$ cat config.mk
export PLATFORM = sky130hd
export DESIGN_NAME = fir_cell
export DESIGN_NICKNAME = d
export VERILOG_FILES = /design/src/sv/fir_pkg.sv /design/src/sv/fir_cell.sv
export SDC_FILE = /design/constraint.sdc
export NUM_CORES = 1
export LEC_CHECK = 0
export ABC_AREA = 1
export BUFFER_PORTS_ARGS = -buffer_cell sky130_fd_sc_hd__buf_4
export CAP_MARGIN = 20
export CORE_ASPECT_RATIO = 0.9
export CORE_MARGIN = 10
export CORE_UTILIZATION = 36
export DETAILED_ROUTE_END_ITERATION = 8
export PLACE_DENSITY = 0.53
export SLEW_MARGIN = 20
export SYNTH_ARGS = -nofsm -noshare
export SYNTH_HDL_FRONTEND = slang
export SYNTH_SLANG_ARGS = --single-unit
$ cat constraint.sdc
create_clock -name clock -period 6.04 [get_ports clock]
set_clock_uncertainty 0.05 [all_clocks]
set_input_delay 0.302 -clock clock [delete_from_list [all_inputs] [get_ports clock]]
set_output_delay 0.302 -clock clock [all_outputs]
set_load 0.1 [all_outputs]
$ cat src/sv/fir_pkg.sv
// Package for the Q15 FIR filter: types, sizes and codes.
// Used by fir_cell, fir_filter_q15 and the testbench; depends on nothing else.
`timescale 1ns / 1ps

package fir_pkg;

   localparam int SAMPLE_W   = 16;
   localparam int COEFF_W    = 16;
   localparam int ACC_W      = 32;
   localparam int FRAC_SHIFT = 15;
   localparam int OUT_W      = ACC_W - FRAC_SHIFT;
   localparam int TAP_IDX_W  = 5;

   localparam logic MODE_SAMPLE = 1'b0;
   localparam logic MODE_COEFF  = 1'b1;

   typedef enum logic [1:0] {
      ST_IDLE,
      ST_PROD,
      ST_RUN,
      ST_HOLD
   } state_type;

   // Controls broadcast to every cell of the chain.
   typedef struct packed {
      logic shift_en;
      logic prod_en;
   } cell_ctrl_type;

endpackage

$ cat src/sv/fir_cell.sv
// One tap cell of the FIR chain: a sample, a coefficient, a product and a
// stage of the running sum. Depends on fir_pkg.
`timescale 1ns / 1ps

module fir_cell (
   input  logic                                     clock,
   input  logic                                     reset,
   input  fir_pkg::cell_ctrl_type                   ctrl,
   input  logic                                     coeff_we,
   input  logic signed [fir_pkg::COEFF_W-1:0]       coeff_data,
   input  logic signed [fir_pkg::SAMPLE_W-1:0]      sample_nbr,
   output logic signed [fir_pkg::SAMPLE_W-1:0]      sample_out,
   input  logic signed [fir_pkg::ACC_W-1:0]         sum_prev,
   input  logic                                     sum_valid_prev,
   output logic signed [fir_pkg::ACC_W-1:0]         sum_out,
   output logic                                     sum_valid_out
);

   logic signed [fir_pkg::COEFF_W-1:0]  coeff_ff, coeff_in;
   logic signed [fir_pkg::SAMPLE_W-1:0] sample_ff, sample_in;
   logic signed [fir_pkg::ACC_W-1:0]    prod_ff, prod_in;
   logic signed [fir_pkg::ACC_W-1:0]    sum_ff, sum_in;
   logic                                valid_ff, valid_in;

   always_comb begin
      coeff_in  = coeff_we ? coeff_data : coeff_ff;
      sample_in = ctrl.shift_en ? sample_nbr : sample_ff;
      prod_in   = ctrl.prod_en ? fir_pkg::ACC_W'(sample_ff * coeff_ff) : prod_ff;
      // The sum wraps at 32 bits, as the accumulation is defined.
      sum_in    = sum_valid_prev ? (sum_prev + prod_ff) : sum_ff;
      valid_in  = sum_valid_prev;
   end

   always_ff @(posedge clock) begin
      if (reset) begin
         coeff_ff <= '0;
         valid_ff <= 1'b0;
      end else begin
         coeff_ff <= coeff_in;
         valid_ff <= valid_in;
      end
   end

   always_ff @(posedge clock) begin
      sample_ff <= sample_in;
      prod_ff   <= prod_in;
      sum_ff    <= sum_in;
   end

   assign sample_out    = sample_ff;
   assign sum_out       = sum_ff;
   assign sum_valid_out = valid_ff;

endmodule

==> flow_summary.yaml, run 1 <==
outcome:
  status: "complete, no violations"
power:
  power_density_nw_per_um2: 410
  max-vdd-ir-drop_mv: 0.190
  p_leak_nw: 10.4
  total_power_w: 0.00754
yosys:
  synthArstFlopShare_pct: 0
  synth_xor_area_share_pct: 1.96
  synth_area_leaders: "fa_1 33%, edfxtp_1 15%, nand2_1 14%, inv_1 14%, ha_1 8.8%"
  yosys.area_share.simple_pct: 20.7
  netlist_area_um2: 16100
  synth_commonest_cells: "599 x nand2_1, 579 x inv_1, 263 x fa_1"
  synthAdderAreaFrac_pct: 41.5
  synth_mux_area_share_pct: 0
  synth_most_common_cell: "nand2_1"
  synth_seq_area_share_pct: 17.1
  ys.flop_type: "edfxtp_1"
  ys_types: 36
  synth_top_family_by_area: "adder cells"
  synth_top_area_share_pct: 32.8
  synth_area_leader_cell: "fa_1"
  synthCells: 2069
  yosysWarnings: 0
  synth_nets: 2515
  synth_edf_count: 80
  ys_ff_latch: 97
  synth-compound-area-share_pct: 3.58
  avgSynthCellArea_um2: 7.77
route:
  drt_pre_antenna_iters: 5
  wl_per_cell_um: 15.5
  drt_first_iter_violations: 673
  drt-total-wl_um: 43600
  dr_total_vias: 12857
  drt.antenna.violating_nets: 0
  routed_via_density: 4.58
  drc: 0
hold_path:
  worstHoldPathCells: 1
  hp-class: "primary input to register"
timing:
  finalSetupViolCount: 0
  worst_pin_slew_ns: 0.502
  report.final.slew_viol_count: 0
  finalHoldViolCount: 0
  finalCritPeriodShare_pct: 95.8
  maxSlewHeadroom_pct: 66.3
  fin_crit_ns: 5.79
  fmax_ghz: 0.173
clock_tree:
  clkTransAtPathRegs_ns: 0.08
  clkSinkCount: 97
  root_buffer: "clkbuf_16"
  cts_tree: "done"
  clk_latency_ns: 0.40
  clockBufferDepth: 2
  cts_made_buffers: 9
  htreeDepth: 3
global_route:
  grtUsageTotal_pct: 16.9
  antenna_found_initial: 0
  grt_max_degree: 34
  grt_overflow_total: 0
  grt_first_pass_wirelength_um: 71600
  grt_pass1_vias: 13726
worst_setup_path:
  end_kind: "register"
  crit_arrival_ns: 5.87
  startpoint_type: "register"
  crit_chain: "buf_4 -> nand2_1 -> inv_1 -> fa_2 -> inv_1 -> fa_1 -> fa_1 -> fa_1 -> fa_1 -> fa_1 -> inv_1 -> ha_1 -> nand2_1 -> nor2_2 -> nand2_1 -> nor3_1 -> nand2_1 -> nand4_1 -> nand2_1"
  reg2reg_depth: 19
  crit_family: "adder cells"
  critical-path-slowest-cell: "fa_2"
  cp.required_ns: 6.13
  cp.depth: 19
  crit_fanout: 5
  slowest_delay_ns: 0.62
  cp_num_buf_inv: 4
  path_class: "register to register"
cells_and_area:
  final_nets: 2646
  antenna_cells: 0
  drive_gt1_share_pct: 12.1
  fin_cells: 2805
  fin_util_pct: 41.8
  area_growth_pct: 14.6
  final_area_um2: 18400
floorplanning:
  fp.dieH_um: 220
  row_count: 73
  pin_count: 119
  die_area_um2: 53500
  die_w_um: 243
  coreArea_um2: 44100
  start_util_pct: 36.4
place:
  place_hpwl_um: 37500
  globalplace.congestion: 0.881
  port_buffers: 118
  dpl.cell_count: 2767
  place_area_um2: 17800
job:
  drv_cap: 0
-- timing repair --
item                                   in CTS  in global routing
pin swaps                                   0                  1
setup buffers                               3                 17
setup endpoints to repair                   1                 10
resized for setup                           0                 19
endpoints found under the hold margin       1                  0
hold buffers                                1                  0
gates cloned                                0                  1
-- power breakdown --
group	total, W	internal, W	switching (W)
Clock	0.000689	0.000372	0.000318
Combinational	0.00564	0.00184	0.00380
Sequential	0.00121	0.00111	0.000103
-- routing by layer --
metal  routed length, um  GRT usage [%]  vias to the layer above  share of wire (%)
met5                   0              0                        -                  0
met4                 639           4.16                        0                1.5
met3                1710           2.63                       37                3.9
met2               21500           29.9                      207                 49
met1               19800           21.4                     6314                 45
li1                    -              -                     6299                  -
-- registers in the layout, summed over array words and instances, names as in the netlist --
signal / flops
prod_ff: 32
sum_out: 32
coeff_ff: 16
sample_out: 16
sum_valid_out: 1
-- cells by family after synthesis --
logic type	Yosys count
compound gates	107
xor+xnor	36
fa+ha+maj	376
buf+inv	647
flops	97
simple gates	806
-- worst paths after layout --
check | to | slack (ns) | startpoint
setup / recovery | prod_ff[28] | 0.25 | sample_out[15]
hold / removal | sample_out[12] | 0.02 | sample_nbr[12]
setup reg to reg | prod_ff[28] | 0.25 | sample_out[15]
hold reg to reg | coeff_ff[14] | 0.41 | coeff_ff[14]
-- stage by stage --
step | setup slack (ns) | hold slack (ns) | setup TNS (ns)
2_1_floorplan | -0.00967 | 0.351 | -0.00967
3_3_place_gp | 0.0113 | 0.401 | 0
3_5_place_dp | 0.00228 | 0.403 | 0
4_1_cts | 0.0595 | 0.000617 | 0
5_1_grt | -0.00673 | 0.0101 | -0.0105
6_report | 0.252 | 0.0232 | 0
-- area by class of cell --
cell class | instances | area (um2)
Timing Repair Buffer | 180 | 1410
Sequential cell | 97 | 2750
Inverter | 586 | 2200
Timing Repair inverter | 1 | 5.00
Fill cell | 4550 | 25700
Tap cell | 600 | 751
Clock inverter | 7 | 110
Multi-Input combinational cell | 1325 | 11000
Clock buffer | 9 | 225
-- layout by cell type, fill, tap and decap left out, types with 2 or more instances in the layout --
| cell type | count |
|---|---|
| inv_2 | 6 |
| dfxtp_2 | 7 |
| nor3_2 | 5 |
| nand3_2 | 5 |
| nand2_1 | 599 |
| bufinv_16 | 2 |
| fa_2 | 4 |
| or2_2 | 7 |
| nand3_1 | 59 |
| nor2_2 | 16 |
| inv_6 | 2 |
| xor2_1 | 31 |
| fa_1 | 259 |
| nor2_1 | 69 |
| edfxtp_1 | 80 |
| nor3_1 | 7 |
| inv_1 | 578 |
| nand3b_1 | 2 |
| ha_2 | 2 |
| o21ai_0 | 17 |
| ha_4 | 2 |
| nor4_1 | 2 |
| nor2_4 | 4 |
| xnor2_1 | 5 |
| clkbuf_16 | 9 |
| nand2_2 | 9 |
| o21ai_1 | 4 |
| o21bai_1 | 10 |
| a21o_1 | 2 |
| dfxtp_1 | 10 |
| a21oi_1 | 70 |
| buf_4 | 173 |
| buf_12 | 5 |
| ha_1 | 109 |
| nand4_1 | 19 |
Note: power is estimated with default switching activity, not from simulation.
==> run 2: changes to the inputs <==
clock period = 7.2 ns   (was 6.04 ns; I/O delays follow)
==> run 2 against run 1 <==
Net effect:
- sequential share of layout area rose by 0.45 points
- cell count decreased by 2.1%
- combinational power is 19% lower
- clock power decreased by 22%
- setup slack improved by 0.42 ns
- register-to-register slack improved by 0.42 ns
- sequential cell count unchanged
- critical path type unchanged
- highest routed layer unchanged
==> flow_summary.yaml, run 2 (synthesized netlist as in run 1, its figures left out) <==
outcome:
  status: "complete, no violations"
power:
  max-vdd-ir-drop_mv: 0.162
  power_density_nw_per_um2: 347
  total_power_w: 0.00619
  p_leak_nw: 10.1
worst_setup_path:
  path_class: "register to register"
  path_common_cell: "fa_1"
  critical-path-slowest-cell: "dfxtp_1"
  slowest_delay_ns: 0.82
  end_kind: "register"
  startpoint_type: "register"
  crit_start: "coeff_ff[1]"
  reg2reg_from: "coeff_ff[1]"
  r2r_end: "prod_ff[25]"
  cp.required_ns: 7.26
  crit_arrival_ns: 6.59
  crit_chain: "nand2_1 -> inv_1 -> fa_1 -> fa_1 -> fa_1 -> fa_1 -> fa_1 -> inv_1 -> fa_1 -> inv_1 -> ha_1 -> nand2_1 -> nor2_1 -> inv_1 -> nor2_1 -> nand4_1 -> nand4_1 -> nand2_1"
  reg2reg_slack_ns: 0.67
  crit_fanout: 17
  reg2reg_depth: 18
clock_tree:
  htreeDepth: 3
  root_buffer: "clkbuf_16"
  clkSinkCount: 97
  post_cts_buffers: 0
  clockBufferDepth: 2
  hold_buffers: 0
  cts_made_buffers: 9
  clkTransAtPathRegs_ns: 0.08
  clk_latency_ns: 0.39
  cts_tree: "done"
  ctsResizeCount: 0
hold_path:
  hp-class: "primary input to register"
  hp-start: "sample_nbr[14]"
  hold_path_end: "sample_out[14]"
  worstHoldPathCells: 1
timing:
  fin_crit_ns: 6.53
  rsz0062_at_grt: "false"
  fmax_ghz: 0.153
  maxSlewHeadroom_pct: 40.1
  finalSetupViolCount: 0
  finalCritPeriodShare_pct: 90.7
  finalHoldViolCount: 0
  report.final.slew_viol_count: 0
  worst_pin_slew_ns: 0.899
  fin_tns_setup_ns: 0
floorplanning:
  start_util_pct: 36.4
  pin_count: 119
  fp.dieH_um: 220
  die_w_um: 243
  coreArea_um2: 44100
  row_count: 73
  die_area_um2: 53500
global_route:
  grt_first_pass_wirelength_um: 71800
  grt_pass1_vias: 13582
  grt_max_degree: 34
  grtUsageTotal_pct: 16.9
  grt_overflow_total: 0
  antenna_found_initial: 1
route:
  drt.antenna.violating_nets: 0
  drt_pre_antenna_iters: 5
  wl_per_cell_um: 15.7
  drt-total-wl_um: 43000
  drt_first_iter_violations: 650
  dr_total_vias: 12537
  drc: 0
  routed_via_density: 4.57
cells_and_area:
  area_growth_pct: 10.8
  final_nets: 2586
  final_area_um2: 17800
  mostFrequentLayoutCell: "nand2_1"
  nFillCells: 4587
  antenna_cells: 0
  final_cell_mix: "599 x nand2_1, 579 x inv_1, 263 x fa_1"
  drive_gt1_share_pct: 8.72
place:
  place_area_um2: 17500
  place_hpwl_um: 36700
  port_buffers: 118
  globalplace.congestion: 0.870
job:
  drv_cap: 0
## run 2: changes by cell type in the layout (fill, tap and decap cells not counted), moves of 3 or more
| cell | before | now |
|---|---|---|
| o21ai_1 | 4 | 1 |
| dfxtp_1 | 10 | 17 |
| ha_1 | 109 | 113 |
| fa_1 | 259 | 263 |
| buf_12 | 5 | 0 |
| buf_4 | 173 | 121 |
| o21ai_0 | 17 | 20 |
| dfxtp_2 | 7 | 0 |
| fa_2 | 4 | 0 |
## run 2: final cells by class
cell class | count | area [um2] | share of cell area [%]
clock buffers | 10 | 239 | 1.34
clock inverters | 6 | 73.8 | 0.414
multi-input cells | 1325 | 10900 | 61.2
flip-flops and latches | 97 | 2740 | 15.4
well taps | 600 | 751 | 4.21
repair buffers | 121 | 908 | 5.10
inverters | 586 | 2200 | 12.3
## run 2: how the worst max path moves through the flow
stage | slack [ns] | endpoint | cells past startpoint
2_1_floorplan | 0.97 | prod_ff[30] | 20
3_3_place_gp | 0.64 | prod_ff[25] | 18
3_5_place_dp | 0.65 | prod_ff[25] | 18
4_1_cts | 0.63 | prod_ff[25] | 18
5_1_grt | 0.31 | prod_ff[25] | 18
6_report | 0.67 | prod_ff[25] | 18
## run 2: routing by layer
layer | vias up | GRT usage (%) | wire, um
met5 | - | 0 | 0
met4 | 0 | 3.98 | 709
met3 | 39 | 2.60 | 1610
met2 | 211 | 29.5 | 20800
met1 | 6115 | 21.9 | 19900
li1 | 6172 | - | -
## run 2: through the flow
| step | hold WS, ns | utilization, % | worst slack, ns | std cells |
|---|---|---|---|---|
| finish | 0.0882 | 40.4 | 0.672 | 2745 |
| global route | 0.0715 | 40.4 | 0.310 | 2745 |
| detailed placement | 0.418 | 39.7 | 0.655 | 2729 |
| floorplan | 0.409 | - | 0.970 | 2069 |
| global placement | 0.403 | 39.7 | 0.644 | 2729 |
| CTS | 0.0570 | 40.4 | 0.629 | 2745 |
## run 2: power by group
part	leakage [nW]	switching [W]	total [W]	internal (W)
clock	0.153	0.000252	0.000536	0.000284
combinational	9.04	0.00314	0.00458	0.00144
sequential	0.929	0.000138	0.00107	0.000931
## run 2: worst max-delay path: cells and delay by family (launching register included)
family,cells,cell delay [ns]
and+or+nand+nor,7,1.26
buffers and inverters,4,0.36
DFF,1,0.82
adders and majority gates,7,3.73
